## config.mk

```make
export PLATFORM = sky130hd
export DESIGN_NAME = power_window_controller
export DESIGN_NICKNAME = d
export VERILOG_FILES = /design/src/rtl/pwc_pkg.sv /design/src/rtl/power_window_controller.sv
export SDC_FILE = /design/constraint.sdc
export NUM_CORES = 1
export LEC_CHECK = 0
export ABC_AREA = 1
export BUFFER_PORTS_ARGS = -buffer_cell sky130_fd_sc_hd__buf_2
export CAP_MARGIN = 20
export CELL_PAD_IN_SITES_DETAIL_PLACEMENT = 1
export CELL_PAD_IN_SITES_GLOBAL_PLACEMENT = 2
export CORE_AREA = 2 2 145 147
export DETAILED_ROUTE_END_ITERATION = 8
export DIE_AREA = 0 0 147 149
export PLACE_DENSITY_LB_ADDON = 0.1
export SETUP_SLACK_MARGIN = 0.02
export SLEW_MARGIN = 10
export SYNTH_ARGS = -nofsm -noshare
export SYNTH_HDL_FRONTEND = slang
export SYNTH_SLANG_ARGS = --single-unit
```

## constraint.sdc

```tcl
create_clock -name aclk -period 3.59 [get_ports aclk]
set_input_delay 0.718 -clock aclk [delete_from_list [all_inputs] [get_ports aclk]]
set_output_delay 0.718 -clock aclk [all_outputs]
set_load 0.005 [all_outputs]
```

## src/rtl/pwc_pkg.sv

```systemverilog
// Package for the power window controller.
// Holds register reset values, register indexes, mode and jam step codes.
// No dependencies.
package pwc_pkg;

    localparam int TIMER_BITS_DEFAULT = 16;
    localparam int CFG_BITS           = 16;
    localparam int CFG_ADDR_BITS      = 2;
    localparam int IN_BITS            = 8;
    localparam int OUT_BITS           = 8;

    localparam logic [CFG_BITS-1:0] SETTLE_RESET      = 16'd250;
    localparam logic [CFG_BITS-1:0] JAM_STOP_RESET    = 16'd50;
    localparam logic [CFG_BITS-1:0] JAM_REVERSE_RESET = 16'd500;

    localparam logic [CFG_ADDR_BITS-1:0] CFG_SETTLE      = 2'd0;
    localparam logic [CFG_ADDR_BITS-1:0] CFG_JAM_STOP    = 2'd1;
    localparam logic [CFG_ADDR_BITS-1:0] CFG_JAM_REVERSE = 2'd2;

    localparam logic [2:0] MODE_IDLE    = 3'd0;
    localparam logic [2:0] MODE_SETTLE1 = 3'd1;
    localparam logic [2:0] MODE_SETTLE2 = 3'd2;
    localparam logic [2:0] MODE_MANUAL  = 3'd3;
    localparam logic [2:0] MODE_AUTO    = 3'd4;

    localparam logic [1:0] JSTEP_IDLE    = 2'd0;
    localparam logic [1:0] JSTEP_STOP1   = 2'd1;
    localparam logic [1:0] JSTEP_REVERSE = 2'd2;
    localparam logic [1:0] JSTEP_STOP2   = 2'd3;

endpackage

```

## src/rtl/power_window_controller.sv

```systemverilog
// Power window controller: one-touch movement with anti-pinch reversal.
// Depends on pwc_pkg.
//
// channel  dir  handshake         payload
// s_       in   s_tvalid/tready   s_tdata: one tick, eight button and event bits
// m_       out  m_tvalid/tready   m_tdata: motor and status bits
// cfg_     in   cfg_we            cfg_addr, cfg_wdata: timing registers
//
// Each tick beat passes the input register, one pass of state logic and the
// result register. A beat may be taken every cycle.
// An input beat reaches its result beat through the input and result registers.
// Synchronous active-low reset clears all control state; no clearing pass.
// A stalled result register holds the input register, which then stalls s_.
module power_window_controller #(
    parameter int TIMER_BITS = pwc_pkg::TIMER_BITS_DEFAULT
) (
    input  logic                              aclk,
    input  logic                              aresetn,
    input  logic                              s_tvalid,
    output logic                              s_tready,
    // driver_up, driver_down, passenger_up, passenger_down, window_lock,
    // upper_limit_hit, lower_limit_hit, jam_sensed
    input  logic [pwc_pkg::IN_BITS-1:0]       s_tdata,
    output logic                              m_tvalid,
    input  logic                              m_tready,
    // motor_up, motor_down, auto_active, jam_recovery, four zero bits
    output logic [pwc_pkg::OUT_BITS-1:0]      m_tdata,
    input  logic                              cfg_we,
    input  logic [pwc_pkg::CFG_ADDR_BITS-1:0] cfg_addr,
    input  logic [pwc_pkg::CFG_BITS-1:0]      cfg_wdata
);

    localparam int CMP_BITS = (TIMER_BITS > pwc_pkg::CFG_BITS) ? TIMER_BITS
                                                                : pwc_pkg::CFG_BITS;
    localparam logic [TIMER_BITS-1:0] TMAX = '1;

    function automatic logic [TIMER_BITS-1:0] timer_inc(input logic [TIMER_BITS-1:0] t);
        return (t == TMAX) ? t : t + TIMER_BITS'(1);
    endfunction

    function automatic logic timer_done(input logic [TIMER_BITS-1:0] t,
                                        input logic [pwc_pkg::CFG_BITS-1:0] len);
        logic [CMP_BITS-1:0] lim;
        logic [CMP_BITS-1:0] mx;
        mx  = CMP_BITS'(TMAX);
        lim = CMP_BITS'(len);
        if (lim > mx) begin
            lim = mx;
        end
        return CMP_BITS'(t) >= lim;
    endfunction

    logic [pwc_pkg::CFG_BITS-1:0] settle_reg, jam_stop_reg, jam_reverse_reg;

    logic                        in_valid_reg;
    logic [pwc_pkg::IN_BITS-1:0] in_data_reg;
    logic                        m_valid_reg;
    logic [3:0]                  m_data_reg;
    logic                        advance;

    logic [2:0]            mode_reg, mode_next;
    logic                  dir_reg, dir_next;
    logic                  src_reg, src_next;
    logic [TIMER_BITS-1:0] ptimer_reg, ptimer_next;
    logic                  at_upper_reg, at_upper_next;
    logic                  at_lower_reg, at_lower_next;
    logic                  jam_flag_reg, jam_flag_next;
    logic [1:0]            jstep_reg, jstep_next;
    logic [TIMER_BITS-1:0] jtimer_reg, jtimer_next;
    logic [3:0]            last_reg, last_next;
    logic [3:0]            out_next;

    logic [3:0]            buttons, edges;
    logic                  lock, up_hit, low_hit, jam, jam_new, held, target_clear;
    logic [1:0]            bit_sel;
    logic [pwc_pkg::CFG_BITS-1:0] jlen;
    logic                  m_up, m_down;

    assign advance  = in_valid_reg && (!m_valid_reg || m_tready);
    assign s_tready = !in_valid_reg || advance;
    assign m_tvalid = m_valid_reg;
    assign m_tdata  = {4'b0000, m_data_reg};

    always_ff @(posedge aclk) begin
        if (!aresetn) begin
            settle_reg      <= pwc_pkg::SETTLE_RESET;
            jam_stop_reg    <= pwc_pkg::JAM_STOP_RESET;
            jam_reverse_reg <= pwc_pkg::JAM_REVERSE_RESET;
        end else if (cfg_we) begin
            unique case (cfg_addr)
                pwc_pkg::CFG_SETTLE:      settle_reg      <= cfg_wdata;
                pwc_pkg::CFG_JAM_STOP:    jam_stop_reg    <= cfg_wdata;
                pwc_pkg::CFG_JAM_REVERSE: jam_reverse_reg <= cfg_wdata;
                default: begin
                end
            endcase
        end
    end

    always_comb begin
        buttons = in_data_reg[3:0];
        lock    = in_data_reg[4];
        up_hit  = in_data_reg[5];
        low_hit = in_data_reg[6];
        jam     = in_data_reg[7];

        mode_next     = mode_reg;
        dir_next      = dir_reg;
        src_next      = src_reg;
        ptimer_next   = ptimer_reg;
        at_upper_next = at_upper_reg;
        at_lower_next = at_lower_reg;
        jam_flag_next = jam_flag_reg;
        jstep_next    = jstep_reg;
        jtimer_next   = jtimer_reg;
        jam_new       = 1'b0;

        if (up_hit) begin
            at_upper_next = 1'b1;
            at_lower_next = 1'b0;
            if (mode_next == pwc_pkg::MODE_MANUAL || mode_next == pwc_pkg::MODE_AUTO) begin
                mode_next = pwc_pkg::MODE_IDLE;
            end
        end
        if (low_hit) begin
            at_lower_next = 1'b1;
            at_upper_next = 1'b0;
            if (mode_next == pwc_pkg::MODE_MANUAL || mode_next == pwc_pkg::MODE_AUTO) begin
                mode_next = pwc_pkg::MODE_IDLE;
            end
        end

        jlen = (jstep_reg == pwc_pkg::JSTEP_REVERSE) ? jam_reverse_reg : jam_stop_reg;
        if (jam && !jam_flag_reg) begin
            jam_flag_next = 1'b1;
            jstep_next    = pwc_pkg::JSTEP_STOP1;
            jtimer_next   = '0;
            mode_next     = pwc_pkg::MODE_IDLE;
            jam_new       = 1'b1;
        end else if (jstep_reg != pwc_pkg::JSTEP_IDLE) begin
            jtimer_next = timer_inc(jtimer_reg);
            if (timer_done(jtimer_next, jlen)) begin
                jtimer_next = '0;
                jstep_next  = (jstep_reg == pwc_pkg::JSTEP_STOP2) ? pwc_pkg::JSTEP_IDLE
                                                                   : jstep_reg + 2'd1;
            end
        end

        bit_sel = {src_reg, ~dir_reg};
        held    = buttons[bit_sel];

        unique case (mode_next)
            pwc_pkg::MODE_IDLE: begin
            end
            pwc_pkg::MODE_SETTLE1: begin
                ptimer_next = timer_inc(ptimer_reg);
                if (timer_done(ptimer_next, settle_reg)) begin
                    ptimer_next = '0;
                    if (dir_reg) begin
                        at_lower_next = 1'b0;
                    end else begin
                        at_upper_next = 1'b0;
                    end
                    jam_flag_next = 1'b0;
                    mode_next = held ? pwc_pkg::MODE_SETTLE2 : pwc_pkg::MODE_IDLE;
                end
            end
            pwc_pkg::MODE_SETTLE2: begin
                ptimer_next = timer_inc(ptimer_reg);
                if (timer_done(ptimer_next, settle_reg)) begin
                    ptimer_next = '0;
                    if (dir_reg ? at_upper_next : at_lower_next) begin
                        mode_next = pwc_pkg::MODE_IDLE;
                    end else begin
                        mode_next = held ? pwc_pkg::MODE_MANUAL : pwc_pkg::MODE_AUTO;
                    end
                end
            end
            pwc_pkg::MODE_MANUAL: begin
                if (!held || (dir_reg ? at_upper_next : at_lower_next) ||
                    (dir_reg && jam_flag_next)) begin
                    mode_next = pwc_pkg::MODE_IDLE;
                end
            end
            pwc_pkg::MODE_AUTO: begin
            end
            default: begin
                mode_next = pwc_pkg::MODE_IDLE;
            end
        endcase

        edges = buttons & ~last_reg;
        if (lock) begin
            edges[3:2] = 2'b00;
        end
        if (mode_next == pwc_pkg::MODE_IDLE && jstep_next == pwc_pkg::JSTEP_IDLE &&
            !jam_new && edges != 4'b0000) begin
            ptimer_next = '0;
            mode_next   = pwc_pkg::MODE_SETTLE1;
            if (edges[0]) begin
                src_next = 1'b0;
                dir_next = 1'b1;
            end else if (edges[1]) begin
                src_next = 1'b0;
                dir_next = 1'b0;
            end else if (edges[2]) begin
                src_next = 1'b1;
                dir_next = 1'b1;
            end else begin
                src_next = 1'b1;
                dir_next = 1'b0;
            end
        end
        last_next = buttons;

        target_clear = ~at_lower_next;
        m_up   = 1'b0;
        m_down = 1'b0;
        if (jstep_next == pwc_pkg::JSTEP_REVERSE) begin
            m_down = target_clear;
        end else if (jstep_next == pwc_pkg::JSTEP_IDLE &&
                     (mode_next == pwc_pkg::MODE_MANUAL || mode_next == pwc_pkg::MODE_AUTO)) begin
            m_up   = dir_next;
            m_down = ~dir_next;
        end
        out_next = {jstep_next != pwc_pkg::JSTEP_IDLE, mode_next == pwc_pkg::MODE_AUTO,
                    m_down, m_up};
    end

    always_ff @(posedge aclk) begin
        if (!aresetn) begin
            in_valid_reg <= 1'b0;
            m_valid_reg  <= 1'b0;
            mode_reg     <= pwc_pkg::MODE_IDLE;
            dir_reg      <= 1'b0;
            src_reg      <= 1'b0;
            ptimer_reg   <= '0;
            at_upper_reg <= 1'b0;
            at_lower_reg <= 1'b0;
            jam_flag_reg <= 1'b0;
            jstep_reg    <= pwc_pkg::JSTEP_IDLE;
            jtimer_reg   <= '0;
            last_reg     <= 4'b0000;
        end else begin
            if (s_tvalid && s_tready) begin
                in_valid_reg <= 1'b1;
            end else if (advance) begin
                in_valid_reg <= 1'b0;
            end
            if (advance) begin
                m_valid_reg  <= 1'b1;
                mode_reg     <= mode_next;
                dir_reg      <= dir_next;
                src_reg      <= src_next;
                ptimer_reg   <= ptimer_next;
                at_upper_reg <= at_upper_next;
                at_lower_reg <= at_lower_next;
                jam_flag_reg <= jam_flag_next;
                jstep_reg    <= jstep_next;
                jtimer_reg   <= jtimer_next;
                last_reg     <= last_next;
            end else if (m_tready) begin
                m_valid_reg <= 1'b0;
            end
        end
    end

    always_ff @(posedge aclk) begin
        if (s_tvalid && s_tready) begin
            in_data_reg <= s_tdata;
        end
        if (advance) begin
            m_data_reg <= out_next;
        end
    end

endmodule

```

After elaboration in Yosys (flattened, before gate mapping)
Index checks and enable logic that the tools add are counted.

storage, ports and cells
  flip-flop bits (word level) = 108
  input port bits = 31
  output and inout port bits = 10

cells by class
  add/subtract/negate cells = 3
  order comparisons = 6
  equal/unequal tests = 17
  mux-type cells = 63
  bitwise operators = 6
  reductions and logical operators = 39

operator list
  cell                                                                   number
  16-bit two-way mux                                                     15
  16-bit greater-or-equal comparator                                     3
  3-bit two-way mux                                                      11
  16-bit by 1-bit adder with 16-bit output, second input constant        2
  16-bit equality test, second input constant                            2
  16-bit greater-than comparator, second input constant                  2
  16-bit one-hot mux with 2 select lines                                 1
  1-bit two-way mux                                                      28
  3-bit by 2-bit equality test with 1-bit output, second input constant  5
  3-bit equality test, second input constant                             4
  2-bit two-way mux                                                      6
  3-bit one-hot mux with 4 select lines                                  1
  2-bit AND reduction                                                    6
  2-bit nonzero test                                                     5
  2-bit equality test, second input constant                             4
  1-bit logical AND                                                      8
  1-bit logical OR                                                       7
  3-bit logical NOT                                                      2
  1-bit logical NOT                                                      5
  4-bit AND                                                              1
  2-bit logical NOT                                                      2
  1-bit NOT                                                              4
  4-bit NOT                                                              1
  4-bit nonzero test                                                     1
  7 further kinds                                                        8

Longest topological paths before layout
  depth in word-level cells = 24
  mapped depth = 31
  gate-level depth less buffers = 30

Worst setup path after synthesis
Ideal clock, no wire load.

  path type = register to register
  start point = reg ptimer_reg[0]
  end point = reg ptimer_reg[1]
  arrival time = 3.248 ns
  required time = 3.480 ns
  slack = 0.233 ns
  stages on the path, launching flop included = 25
  period minus slack after synthesis = 3.357 ns
  path through = dfxtp_1 -> ha_1 -> inv_1 -> nor4_1 -> nand2_1 -> nor2_1 -> nand3_1 -> nand3_1 -> xor2_1 -> inv_1 -> ha_1 -> a21oi_1 -> o21ai_0 -> a21oi_2 -> nand2_2 -> buf_6 -> nand4_2 -> nand3_2 -> nor2_4 -> nand3_2 -> nand2_2 -> buf_4 -> nand2_1 -> inv_1 -> nor2_2

between the ends
  cells in the longest elaborated chain, start to end = 11
  elaborated cells between the ends (all ways) = 18

ends and longest elaborated chain
  element                                                                                  line                                                            RTL
  from (decl)                                                                              power_window_controller.sv:64                                   logic [TIMER_BITS-1:0] ptimer_reg, ptimer_next;
  from (signal assigned)                                                                   power_window_controller.sv:255                                  ptimer_reg <= ptimer_next;
  16-bit by 1-bit adder with 16-bit output / 16-bit equality test (equally long branches)  power_window_controller.sv:38                                   return (t == TMAX) ? t : t + TIMER_BITS'(1);
  16-bit two-way mux *                                                                     power_window_controller.sv:38
  16-bit greater-or-equal comparator                                                       power_window_controller.sv:50                                   return CMP_BITS'(t) >= lim;
  3-bit two-way mux, on equally long branches                                              power_window_controller.sv:170, power_window_controller.sv:157
  3-bit one-hot mux with 4 select lines                                                    power_window_controller.sv:152                                  unique case (mode_next)
  3-bit logical NOT                                                                        power_window_controller.sv:196                                  if (mode_next == pwc_pkg::MODE_IDLE && jstep_next == pwc_pkg::JSTEP_IDLE &&
  1-bit logical AND (2 in series)                                                          power_window_controller.sv:196
  1-bit logical AND                                                                        power_window_controller.sv:197                                  !jam_new && edges != 4'b0000) begin
  3-bit nonzero test (no line)                                                             n/a
  2-bit AND reduction (no line)                                                            n/a

Every way passes the cells marked *; elsewhere a longest branch is shown, timed or not.
A chain may end at the register's enable or synchronous reset.

Final worst setup path
  start point = reg ptimer_reg[1]
  end point = reg ptimer_reg[3]

Same word-level chain as after synthesis.

==> PnR_summary.wiki <==
{| class="wikitable"
! Metric !! Value
|-
| Number of global-route vias before repair || 6544
|-
| Number of buffers inserted during clock tree synthesis || 9
|-
| Post-synthesis cell type with the largest combined area || sky130_fd_sc_hd__dfxtp_1
|-
| Synth Warn # || 0
|-
| Largest net degree at the start of global routing || 73
|-
| Maximum vdd ir drop || 0.209 mV
|-
| HPWL reported at the end of detailed placement || 14.4 mm
|-
| Clock sink count || 108
|-
| Count of nets left with antenna violations after detail routing || 0
|-
| Fraction of final layout cells sized beyond drive strength 1 || 30.3%
|-
| Number of pins with negative max-slew slack in the final report || 0
|-
| Class of the worst hold path || register to register
|-
| First-pass GRT wire length || 32.6 mm
|-
| Number of instances in the synthesized netlist || 906
|-
| Leading cell type in the layout, fill and taps excluded || sky130_fd_sc_hd__nand2_1
|-
| Row cnt || 53
|-
| Total routing usage reported by global routing || 18.5%
|-
| Number of optimization iterations in the first detailed-route pass || 6
|-
| Worst hold slack after final layout || 459 ps
|-
| Initial standard-cell utilization of the core || 31.0%
|-
| Non-filler instance count after layout || 1310
|-
| Reg area || 2290 um2
|-
| CTS root buf || sky130_fd_sc_hd__clkbuf_16
|-
| Max Fclk || 0.273 GHz
|-
| Crit. End Element || register
|-
| Minimum clock period || 3660 ps
|-
| Net switching power figure || 1.02 mW
|-
| DR vias/cell || 4.80
|-
| Routed wire length || 21.0 mm
|-
| PortBufs || 36
|-
| Worst-path clk slew || 90 ps
|-
| Layout Utilization || 41.9%
|-
| Max cap viols || 0
|-
| Violated checks || setup timing
|-
| Setup violations, final || 18
|-
| Worst-Skew Late Latency || 360 ps
|-
| Maximum single-stage delay on the critical path || 370 ps
|-
| Crit Path Category || register to register
|-
| Antenna diode count || 0
|-
| Relative slew slack || 37.9%
|-
| Overflow left after global routing || 0
|-
| Final critical-path setup slack || -67.8 ps
|-
| Filler cell count in the final layout || 2569
|-
| Hold buffers post-CTS || 0
|-
| Clock tree from TritonCTS || yes
|-
| Cell occurring most often along the worst timing path || sky130_fd_sc_hd__nand3_2
|-
| Total leakage power || 4.09 nW
|-
| Final clock period utilization by the worst path || 102%
|-
| Max FO, Critical Path || 8
|-
| Setup repair after global routing missed its margin || true
|-
| Number of top-level design ports || 41
|-
| Routability congestion estimate || 0.833
|-
| Status || finished, violations left
|-
| Post-detailed-route wirelength per cell || 16.0 um
|-
| Die Wd || 147 um
|-
| Combinational fraction of design power || 23.0%
|-
| Cell types occupying the most area after synthesis || sky130_fd_sc_hd__dfxtp_1 30%, sky130_fd_sc_hd__nand2_1 11%, sky130_fd_sc_hd__inv_1 8.1%, sky130_fd_sc_hd__ha_1 7.3%, sky130_fd_sc_hd__edfxtp_1 5.7%
|-
| CTS H-tree lvls || 3
|-
| Clock Tree Buf Depth || 2
|-
| Initial antenna violation count || 0
|-
| Switch share || 32.9%
|-
| Cell Pwr Density || 360 nW/um2
|-
| Die outline height || 149 um
|-
| Worst-Margin Slew || 930 ps
|-
| Overall die area || 21900 um2
|-
| Area of combinational cells with multiple inputs || 3970 um2
|-
| CP max stage cell || sky130_fd_sc_hd__dfxtp_2
|-
| # placed instances || 1252
|-
| Fraction of power consumed by sequential logic || 42.5%
|-
| Commonest cells after routing, fill and taps aside || 166 x sky130_fd_sc_hd__nand2_1, 128 x sky130_fd_sc_hd__inv_1, 89 x sky130_fd_sc_hd__dfxtp_1, 89 x sky130_fd_sc_hd__buf_4, 81 x sky130_fd_sc_hd__nor2_1
|-
| Area of the mapped netlist || 6370 um2
|-
| Flip-flop and latch count after synthesis || 108
|-
| Share of Yosys cell area claimed by the top area cell type || 30.2%
|-
| Final layout net count || 1098
|-
| Arr. time, crit path || 3920 ps
|-
| Fraction of the yosys area taken by sequential cells || 35.8%
|-
| Data required time of the worst path || 3850 ps
|-
| Placeable core region || 20600 um2
|-
| Design internal power || 2.08 mW
|-
| Area added between synthesis and finish || 35.3%
|-
| Initial DRC count || 245
|-
| Residual DRC count || 0
|-
| Startpoint class of the critical path || register
|-
| Synth unique cells || 38
|-
| Hold Violations, Final || 0
|-
| Synthesized area per cell || 7.03 um2
|-
| Routed via count || 6288
|-
| Setup Skew || 12.9 ps
|-
| Part of the total power dissipated in the clock network || 34.4%
|}
power groups by stage:
stage	Combinational [mW]	Clock [mW]	Sequential, mW
after floorplan	0.373	0	1.34
after global placement	0.555	0	1.34
after detailed placement	0.575	0	1.34
after CTS	0.630	1.11	1.32
after global routing	0.797	1.16	1.33
final	0.715	1.07	1.32
logic make-up after synthesis:
| family | after synthesis | synth area share [%] |
|---|---|---|
| mux | 6 | 0.943 |
| compound gates | 169 | 14.3 |
| flops | 108 | 35.8 |
| xor+xnor | 15 | 2.06 |
| simple gates | 393 | 28.3 |
| other cells | 1 | 0.0588 |
| fa+ha+maj | 37 | 7.26 |
| buf+inv | 177 | 11.2 |
synthesized netlist by cell type (all sizes together):
master    n
a21oi    71
a22oi    11
a31oi     4
a32oi     1
buf      14
clkbuf   20
clkinv    1
conb      1
dfxtp    96
edfxtp   12
ha       37
inv     142
mux2i     6
nand2   192
nand3    57
nand4    12
nor2    108
nor3     19
nor4      5
o211ai    7
o21a      2
o21ai    71
o31ai     2
xnor2     2
xor2     13
worst paths after layout:
path | startpoint | end | slack [ps] | cells past startpoint
setup reg to reg | ptimer_reg[1] | ptimer_reg[3] | -70 | 25
hold reg to reg | jam_reverse_reg[13] | jam_reverse_reg[13] | 460 | 2
setup / recovery | ptimer_reg[1] | ptimer_reg[3] | -70 | 25
hold / removal | jam_reverse_reg[13] | jam_reverse_reg[13] | 460 | 2
per-stage QoR:
step	cell area, um2	TNS, ps	total power, mW	setup WS (ps)
5_1_grt	8620	-4870	3.29	-254
4_1_cts	7950	0	3.06	13.5
3_3_place_gp	7280	-2190	1.90	-202
3_5_place_dp	7280	-3700	1.92	-239
6_report	8620	-752	3.10	-67.8
2_1_floorplan	6380	0	1.71	233
final cells by class:
cell class | count | share of cell area (%)
timing repair buffer | 144 | 13.3
multi-input combinational | 624 | 46.1
clock inverter | 7 | 1.03
tap | 275 | 3.99
sequential | 108 | 26.6
inverter | 143 | 6.34
clock buffer | 9 | 2.61
critical path, delay by kind of cell, from the launching register on:
family | cells | cell delay [ps]
buf+inv | 6 | 560
simple gates | 14 | 1670
fa+ha+maj | 2 | 430
flops | 1 | 370
xor+xnor | 1 | 260
compound gates | 2 | 270
metal layers:
layer | up-vias | share of wire, % | GRT usage [%]
met2 | 65 | 48 | 32.7
met3 | 16 | 1.9 | 2.54
met5 | - | 0 | 0
met4 | 0 | 1.1 | 3.75
met1 | 3043 | 49 | 24.3
li1 | 3164 | - | -
timing repair:
item | CTS | global route
pin swaps | 7 | 53
cloned | 1 | 3
gates resized for setup | 45 | 116
setup buffers | 19 | 20
endpoints found under the setup margin | 21 | 37
(Power assumes the default switching activity.)
